<file path="src/hdl/psff_pkg.sv">
package psff_pkg;

  localparam int MAX_PROCS    = 32;
  localparam int MAX_SEGMENTS = 64;
  localparam int MAX_DEVICES  = 8;
  localparam int LEVELS       = 5;
  localparam int QUEUES       = LEVELS + 2 * MAX_DEVICES;

  localparam int SLOT_W = $clog2(MAX_PROCS);
  localparam int SEG_AW = $clog2(MAX_SEGMENTS);
  localparam int SEG_CW = $clog2(MAX_SEGMENTS + 1);
  localparam int Q_W    = $clog2(QUEUES);
  localparam int DLIM_W = $clog2(MAX_DEVICES + 1) + 1;

  localparam logic [31:0] MEM_BYTES_RESET = 32'd65536;
  localparam logic [3:0]  DEV_COUNT_RESET = 4'd1;

  // command codes
  localparam logic [2:0] OP_ARRIVE   = 3'd0;
  localparam logic [2:0] OP_TERM     = 3'd1;
  localparam logic [2:0] OP_REQ_DISK = 3'd2;
  localparam logic [2:0] OP_REQ_PRN  = 3'd3;
  localparam logic [2:0] OP_FIN_DISK = 3'd4;
  localparam logic [2:0] OP_FIN_PRN  = 3'd5;

  // result status codes
  localparam logic [2:0] ST_OK       = 3'd0;
  localparam logic [2:0] ST_BAD_DEV  = 3'd1;
  localparam logic [2:0] ST_CPU_IDLE = 3'd2;
  localparam logic [2:0] ST_NO_MEM   = 3'd3;
  localparam logic [2:0] ST_BAD_PRIO = 3'd4;
  localparam logic [2:0] ST_Q_EMPTY  = 3'd5;
  localparam logic [2:0] ST_FULL     = 3'd6;

  // register indexes
  localparam logic [1:0] CFG_MEM_BYTES = 2'd0;
  localparam logic [1:0] CFG_PRINTERS  = 2'd1;
  localparam logic [1:0] CFG_DISKS     = 2'd2;

  typedef enum logic [4:0] {
    DC_NOP,
    DC_LOAD,
    DC_FAIL,
    DC_ARR_INIT,
    DC_SEG_RD,
    DC_SCAN_NEXT,
    DC_FOUND,
    DC_SHIFT_RD,
    DC_SHIFT_WR,
    DC_SPLIT_WR,
    DC_ALLOC_WR,
    DC_PUSH_LVL,
    DC_PUSH_DEV,
    DC_PICK,
    DC_TAKE_RUN,
    DC_PULL_DEV,
    DC_M_HOLD,
    DC_M_STEP,
    DC_M_END,
    DC_TERM_PICK,
    DC_RESULT
  } dp_cmd_t;

  typedef struct packed {
    dp_cmd_t    cmd;
    logic [2:0] code;
  } psff_cmd_t;

  typedef struct packed {
    logic [2:0] op;
    logic       prio_bad;
    logic       dev_bad;
    logic       busy;
    logic       devq_ne;
    logic       slot_full;
    logic       scan_end;
    logic       fit;
    logic       split;
    logic       seg_full;
    logic       shift_more;
    logic       out_free;
  } psff_stat_t;

endpackage

</file>
<file path="src/hdl/psff_ctrl.sv">
module psff_ctrl import psff_pkg::*; (
  input  logic       clk,
  input  logic       rst_n,
  input  logic       in_valid,
  output logic       in_stall,
  input  psff_stat_t stat,
  output psff_cmd_t  cmd
);

  typedef enum logic [3:0] {
    S_IDLE,
    S_DISP,
    S_SCAN,
    S_SCAN_CHK,
    S_SHIFT,
    S_SHIFT_WR,
    S_ALLOC,
    S_PUSH_LVL,
    S_PICK_IF,
    S_M_HOLD,
    S_M_LOOP,
    S_M_STEP,
    S_RQ_PICK,
    S_RQ_PUSH,
    S_OUT
  } state_t;

  state_t state_r, state_nxt;

  assign in_stall = (state_r != S_IDLE);

  always_comb begin
    cmd       = '{cmd: DC_NOP, code: ST_OK};
    state_nxt = state_r;
    unique case (state_r)
      S_IDLE: begin
        if (in_valid) begin
          cmd.cmd   = DC_LOAD;
          state_nxt = S_DISP;
        end
      end
      S_DISP: begin
        state_nxt = S_OUT;
        case (stat.op)
          OP_ARRIVE: begin
            if (stat.prio_bad) begin
              cmd = '{cmd: DC_FAIL, code: ST_BAD_PRIO};
            end else begin
              cmd.cmd = DC_ARR_INIT;  // flags table full itself
              if (!stat.slot_full) state_nxt = S_SCAN;
            end
          end
          OP_TERM: begin
            if (!stat.busy) begin
              cmd = '{cmd: DC_FAIL, code: ST_CPU_IDLE};
            end else begin
              cmd.cmd   = DC_TAKE_RUN;
              state_nxt = S_M_HOLD;
            end
          end
          OP_REQ_DISK, OP_REQ_PRN: begin
            if (stat.dev_bad) begin
              cmd = '{cmd: DC_FAIL, code: ST_BAD_DEV};
            end else if (!stat.busy) begin
              cmd = '{cmd: DC_FAIL, code: ST_CPU_IDLE};
            end else begin
              cmd.cmd   = DC_TAKE_RUN;
              state_nxt = S_RQ_PICK;
            end
          end
          OP_FIN_DISK, OP_FIN_PRN: begin
            if (stat.dev_bad) begin
              cmd = '{cmd: DC_FAIL, code: ST_BAD_DEV};
            end else if (!stat.devq_ne) begin
              cmd = '{cmd: DC_FAIL, code: ST_Q_EMPTY};
            end else begin
              cmd.cmd   = DC_PULL_DEV;
              state_nxt = S_PUSH_LVL;
            end
          end
          default: cmd = '{cmd: DC_FAIL, code: ST_BAD_DEV};
        endcase
      end
      S_SCAN: begin
        if (stat.scan_end) begin
          cmd       = '{cmd: DC_FAIL, code: ST_NO_MEM};
          state_nxt = S_OUT;
        end else begin
          cmd.cmd   = DC_SEG_RD;
          state_nxt = S_SCAN_CHK;
        end
      end
      S_SCAN_CHK: begin
        if (!stat.fit) begin
          cmd.cmd   = DC_SCAN_NEXT;
          state_nxt = S_SCAN;
        end else if (stat.split && stat.seg_full) begin
          cmd       = '{cmd: DC_FAIL, code: ST_FULL};
          state_nxt = S_OUT;
        end else begin
          cmd.cmd   = DC_FOUND;
          state_nxt = stat.split ? S_SHIFT : S_ALLOC;
        end
      end
      S_SHIFT: begin
        if (stat.shift_more) begin
          cmd.cmd   = DC_SHIFT_RD;
          state_nxt = S_SHIFT_WR;
        end else begin
          cmd.cmd   = DC_SPLIT_WR;
          state_nxt = S_ALLOC;
        end
      end
      S_SHIFT_WR: begin
        cmd.cmd   = DC_SHIFT_WR;
        state_nxt = S_SHIFT;
      end
      S_ALLOC: begin
        cmd.cmd   = DC_ALLOC_WR;
        state_nxt = S_PUSH_LVL;
      end
      S_PUSH_LVL: begin
        cmd.cmd   = DC_PUSH_LVL;
        state_nxt = S_PICK_IF;
      end
      S_PICK_IF: begin
        if (!stat.busy) cmd.cmd = DC_PICK;
        state_nxt = S_OUT;
      end
      S_M_HOLD: begin
        cmd.cmd   = DC_M_HOLD;
        state_nxt = S_M_LOOP;
      end
      S_M_LOOP: begin
        if (stat.scan_end) begin
          cmd.cmd   = DC_M_END;
          state_nxt = S_PICK_IF;  // cpu is still marked busy here
        end else begin
          cmd.cmd   = DC_SEG_RD;
          state_nxt = S_M_STEP;
        end
      end
      S_M_STEP: begin
        cmd.cmd   = DC_M_STEP;
        state_nxt = S_M_LOOP;
      end
      // a device request reschedules before queueing the old process
      S_RQ_PICK: begin
        cmd.cmd   = DC_PICK;
        state_nxt = S_RQ_PUSH;
      end
      S_RQ_PUSH: begin
        cmd.cmd   = DC_PUSH_DEV;
        state_nxt = S_OUT;
      end
      S_OUT: begin
        if (stat.out_free) begin
          cmd.cmd   = DC_RESULT;
          state_nxt = S_IDLE;
        end
      end
      default: state_nxt = S_IDLE;
    endcase
    // terminate frees its slot and reschedules in one go
    if (state_r == S_PICK_IF && stat.op == OP_TERM) cmd.cmd = DC_TERM_PICK;
  end

  always_ff @(posedge clk) begin
    if (!rst_n) begin
      state_r <= S_IDLE;
    end else begin
      state_r <= state_nxt;
    end
  end

endmodule

</file>
<file path="config.mk">
export PLATFORM = sky130hd
export DESIGN_NAME = psff_ctrl
export DESIGN_NICKNAME = d
export VERILOG_FILES = /design/src/hdl/psff_pkg.sv /design/src/hdl/psff_ctrl.sv
export SDC_FILE = /design/constraint.sdc
export NUM_CORES = 1
export LEC_CHECK = 0
export ABC_AREA = 1
export BUFFER_PORTS_ARGS = -buffer_cell sky130_fd_sc_hd__buf_2
export CAP_MARGIN = 15
export CORE_AREA = 2 2 42 44
export CTS_CLUSTER_SIZE = 20
export DETAILED_ROUTE_END_ITERATION = 10
export DIE_AREA = 0 0 44 46
export PLACE_DENSITY_LB_ADDON = 0.1
export SLEW_MARGIN = 5
export SYNTH_ARGS = -nofsm -noshare
export SYNTH_HDL_FRONTEND = slang
export SYNTH_SLANG_ARGS = --single-unit
</file>
<file path="constraint.sdc">
create_clock -name clk -period 2.1 [get_ports clk]
set_clock_uncertainty 0.2 [all_clocks]
set_input_delay 0.42 -clock clk [delete_from_list [all_inputs] [get_ports clk]]
set_output_delay 0.42 -clock clk [all_outputs]
set_load 0.05 [all_outputs]
</file>
## Word-level counts from Yosys, hierarchy flattened

Index checks and enable logic that the tools add are counted.

| word-level totals | value |
|---|---|
| register bits | 4 |
| latch bits | 0 |
| bits in writable memories | 0 |
| memory bits (read-only) | 0 |
| input port bits | 17 |
| output and inout bits | 9 |
| word-level logic and storage cells | 72 |
| memories kept | 0 |

| cells by class | value |
|---|---|
| add/sub/neg operators | 0 |
| $mul | 0 |
| div/mod/pow operators | 0 |
| $lt $le $gt $ge | 0 |
| equal/unequal tests | 21 |
| shift operators | 0 |
| muxes and demuxes | 40 |
| bitwise gates (word level) | 0 |
| reduce and logical (&&, ||, !) cells | 10 |

Operators with widths:

| operator | number |
|---|---|
| one-hot mux 5 bit (15 select lines) | 1 |
| 2-to-1 mux 4 bit | 13 |
| one-hot mux 4 bit (13 select lines) | 1 |
| one-hot mux 8 bit (4 select lines) | 1 |
| == test 4 bit, second input constant | 7 |
| 2-to-1 mux 3 bit | 8 |
| == test 4 x 3 -> 1 bit, second input constant | 4 |
| one-hot mux 4 bit (4 select lines) | 1 |
| 2-to-1 mux 5 bit | 3 |
| 2-to-1 mux 2 bit | 7 |
| one-hot mux 3 bit (3 select lines) | 1 |
| == test 4 x 2 -> 1 bit, second input constant | 2 |
| 2-to-1 mux 8 bit | 1 |
| OR reduction 2 bit | 4 |
| 2-to-1 mux 7 bit | 1 |
| == test 3 x 2 -> 1 bit, second input constant | 2 |
| == test 3 bit, second input constant | 2 |
| == test 4 x 1 -> 1 bit, second input constant | 1 |
| logical NOT 4 bit | 1 |
| inequality test 2 bit, second input constant | 2 |
| nonzero test 4 bit | 1 |
| == test 3 x 1 -> 1 bit, second input constant | 1 |
| logical NOT 3 bit | 1 |
| logical AND 1 bit | 2 |
| 2 further kinds | 3 |

## Depth between registers and ports, before layout

| depth | value |
|---|---|
| word-level depth | 5 |
| depth in mapped cells | 9 |
| mapped depth without buffers | 9 |

## Worst setup path after synthesis

Ideal clock, no wire load.

| path | value |
|---|---|
| kind | reg-to-output |
| start point | register state_r[3] |
| end point | output cmd[2] in the netlist's numbering |
| arrival time | 1831 ps |
| path slack | -351 ps |
| cell stages (with the launch flop) | 4 |
| path buffers | 0 |
| cells stage by stage | dfxtp_1 nor2_1 nand2_1 o21ai_0 |

RTL lines:

| element | line | text |
|---|---|---|
| start: declaration | psff_ctrl.sv:28 | `state_t state_r, state_nxt;` |
| start signal: assignment | psff_ctrl.sv:172 | `state_r <= state_nxt;` |
| end: declaration | psff_ctrl.sv:7 | `output psff_cmd_t cmd` |

==> results.json <==
{
  "power_uw": 1855,
  "violations": "setup timing",
  "grt_antenna_before_repair": 0,
  "p_leak_uw": 0.0006035,
  "final_util": 0.7023,
  "place_ws_ns": -0.0004396,
  "grt_pass1_vias": 912,
  "slowest_stage": "dfxtp_4",
  "slew_headroom": 0.8361,
  "htree_levels": 1,
  "setup_violations": 1,
  "nNetsFinal": 203,
  "r2r_slack_ns": 0.58,
  "row_count": 15,
  "holdWs_ns": 0.2002,
  "maxCapViolations": 0,
  "path_depth": 6,
  "wirelength_um": 2523,
  "die-area_um2": 2024,
  "drive_gt1_frac": 0.4270,
  "crit_path_max_fanout": 8,
  "critPathTopFamily": "flip-flops",
  "cts-root-buf": "clkbuf_4",
  "viasPerCell": 5.436,
  "die_w_um": 44,
  "regArea_um2": 95.09,
  "critPathKind": "reg -> out",
  "hpwl_um": 1926,
  "drc": 0,
  "largest_register_ff_count": 4,
  "p_per_area_nw_per_um2": 1636,
  "start_kind": "flop",
  "fmax_mhz": 473.4,
  "hold_viol": 0,
  "cts_tree": "built",
  "fill_cells": 152,
  "hold_path_class": "in -> reg",
  "layout_commonest_cell": "nand2_1",
  "startpoint": "state_r[3]$_SDFFE_PN0P_",
  "setup_ws_ns": -0.01242,
  "grt_pass1_wl_um": 3677,
  "ys_types": 18,
  "worst_pin_slew_ns": 0.2447,
  "die_h_um": 46,
  "regMostFlops": "state_r",
  "drtIter0Drc": 60,
  "reg2reg_depth": 8,
  "grt_usage": 0.2336,
  "areaGrowthSynthToFinish_pct": 56.48,
  "diodes": 0,
  "ys_seq_elements": 4,
  "cts.sinks": 4,
  "critPathMaxStageDelay_ns": 0.38,
  "crit_path_cell_trace": "inv_4 > nand2_4 > nor2_4 > o21ai_2 > o211ai_1 > buf_4",
  "layout_common_cells": "nand2_1 (34), nand3_1 (18), inv_1 (18)",
  "r2r_start": "state_r[3]$_SDFFE_PN0P_",
  "yosysSeqAreaShare": 0.1105,
  "cts_buffers": 3,
  "port_buffers": 25,
  "clk_path_buf_depth": 2,
  "start_util": 0.4488,
  "maxSlewViolCount": 0,
  "wl_per_cell_um": 12.49,
  "io-pin-count": 26,
  "syn_area_um2": 724.4,
  "critPathCaptureType": "output port",
  "crit_buf_inv": 2,
  "status": "complete, but fails checks",
  "syn-num-nets": 164,
  "ant_nets": 0,
  "postSynthCellCount": 147,
  "grt_start_max_net_pins": 11,
  "clkLatencyLatePin_ns": 0.23,
  "min_period_ns": 2.112,
  "cp_data_required_time_ns": 1.48,
  "cp-endpoint": "cmd[3]",
  "ys_warn_count": 0,
  "fp.coreArea_um2": 1614,
  "first_pass_iters": 5,
  "rsz0062_at_grt": "true",
  "grt_overflow": 0,
  "clkSlewWorstSetupHoldPaths_ns": 0.04,
  "syn_avg_cell_area_um2": 4.928,
  "finalCritPeriodShare": 1.006,
  "reg_top3": "state_r x4",
  "place.gp.congestion": 0.9352,
  "multiInputGateArea_um2": 660.6,
  "vias": 1098,
  "worstPathArrival_ns": 1.49,
  "irDropWorstVdd_uv": 920.9,
  "reg2reg_to": "state_r[1]$_SDFFE_PN0P_"
}
-- kinds of logic (layout without fill, tap and decap cells) --
| logic type | after synthesis | in the layout | synth area share |
|---|---|---|---|
| AND/OR/NAND/NOR | 102 | 102 | 0.6166 |
| buffers and inverters | 25 | 63 | 0.1295 |
| AO/OA/AOI/OAI | 16 | 16 | 0.1434 |
| flip-flops | 4 | 4 | 0.1105 |
-- where the power goes --
group,internal [uW],switching (uW)
logic,530,983
clock network,71.2,29.5
registers,135,107
total,736,1120
-- area by class of cell --
type / count / share of cell area
Sequential cell: 4 / 0.08389
Tap cell: 17 / 0.01876
Timing Repair Buffer: 34 / 0.1976
Multi-Input combinational cell: 118 / 0.5828
Inverter: 25 / 0.09382
Clock buffer: 4 / 0.02318
-- synthesized netlist by cell type (all sizes together) --
| library cell | number | share of area |
|---|---|---|
| nand2 | 45 | 0.23 |
| nor2 | 30 | 0.18 |
| inv | 25 | 0.13 |
| nand3 | 21 | 0.15 |
| o21ai | 8 | 0.060 |
| dfxtp | 4 | 0.11 |
| nand4 | 4 | 0.035 |
| o211ai | 3 | 0.031 |
| o2111ai | 2 | 0.024 |
| a21boi | 1 | 0.010 |
| a21oi | 1 | 0.0069 |
| nand3b | 1 | 0.010 |
| nor3 | 1 | 0.014 |
| o21a | 1 | 0.010 |
-- through the flow --
step	instance area (um2)	setup TNS (ns)	std cells
after floorplan	757.0	-0.07074	147
after global placement	940.9	0	194
after detailed placement	940.9	-0.0004396	194
after CTS	1023	0	198
after global routing	1134	-0.2141	202
final	1134	-0.01242	202
-- layer usage --
layer	global-route usage	vias to the layer above	wire length [um]
met5	0	-	0
met4	0.04848	0	40
met3	0.01587	4	128
met2	0.4206	45	1294
met1	0.3042	495	1060
li1	-	554	-
-- how the worst min path moves through the flow --
stage | start | endpoint | slack (ns) | cells after the start
after floorplan | rst_n | state_r[2]$_SDFFE_PN0P_ | 0.32 | 2
after global placement | state_r[3]$_SDFFE_PN0P_ | state_r[3]$_SDFFE_PN0P_ | 0.35 | 2
after detailed placement | state_r[3]$_SDFFE_PN0P_ | state_r[1]$_SDFFE_PN0P_ | 0.36 | 2
after CTS | rst_n | state_r[2]$_SDFFE_PN0P_ | 0.20 | 3
after global routing | rst_n | state_r[2]$_SDFFE_PN0P_ | 0.22 | 3
final | rst_n | state_r[2]$_SDFFE_PN0P_ | 0.20 | 3
-- worst register-to-register path: stages, from the launching register on --
cell	delay, ns
dfxtp_4	0.38
inv_4	0.10
nand2_4	0.06
nor2_4	0.21
buf_4	0.16
nand3_1	0.09
nand4_1	0.12
nand2_1	0.06
nand2_1	0.06
-- timing repair --
action	CTS	global route
buffers inserted	0	4
hold buffers	0	0
cloned	0	0
pin swaps	2	8
endpoints found under the setup margin	8	7
resized for setup	20	29
Power figures use the tool's default switching activity.
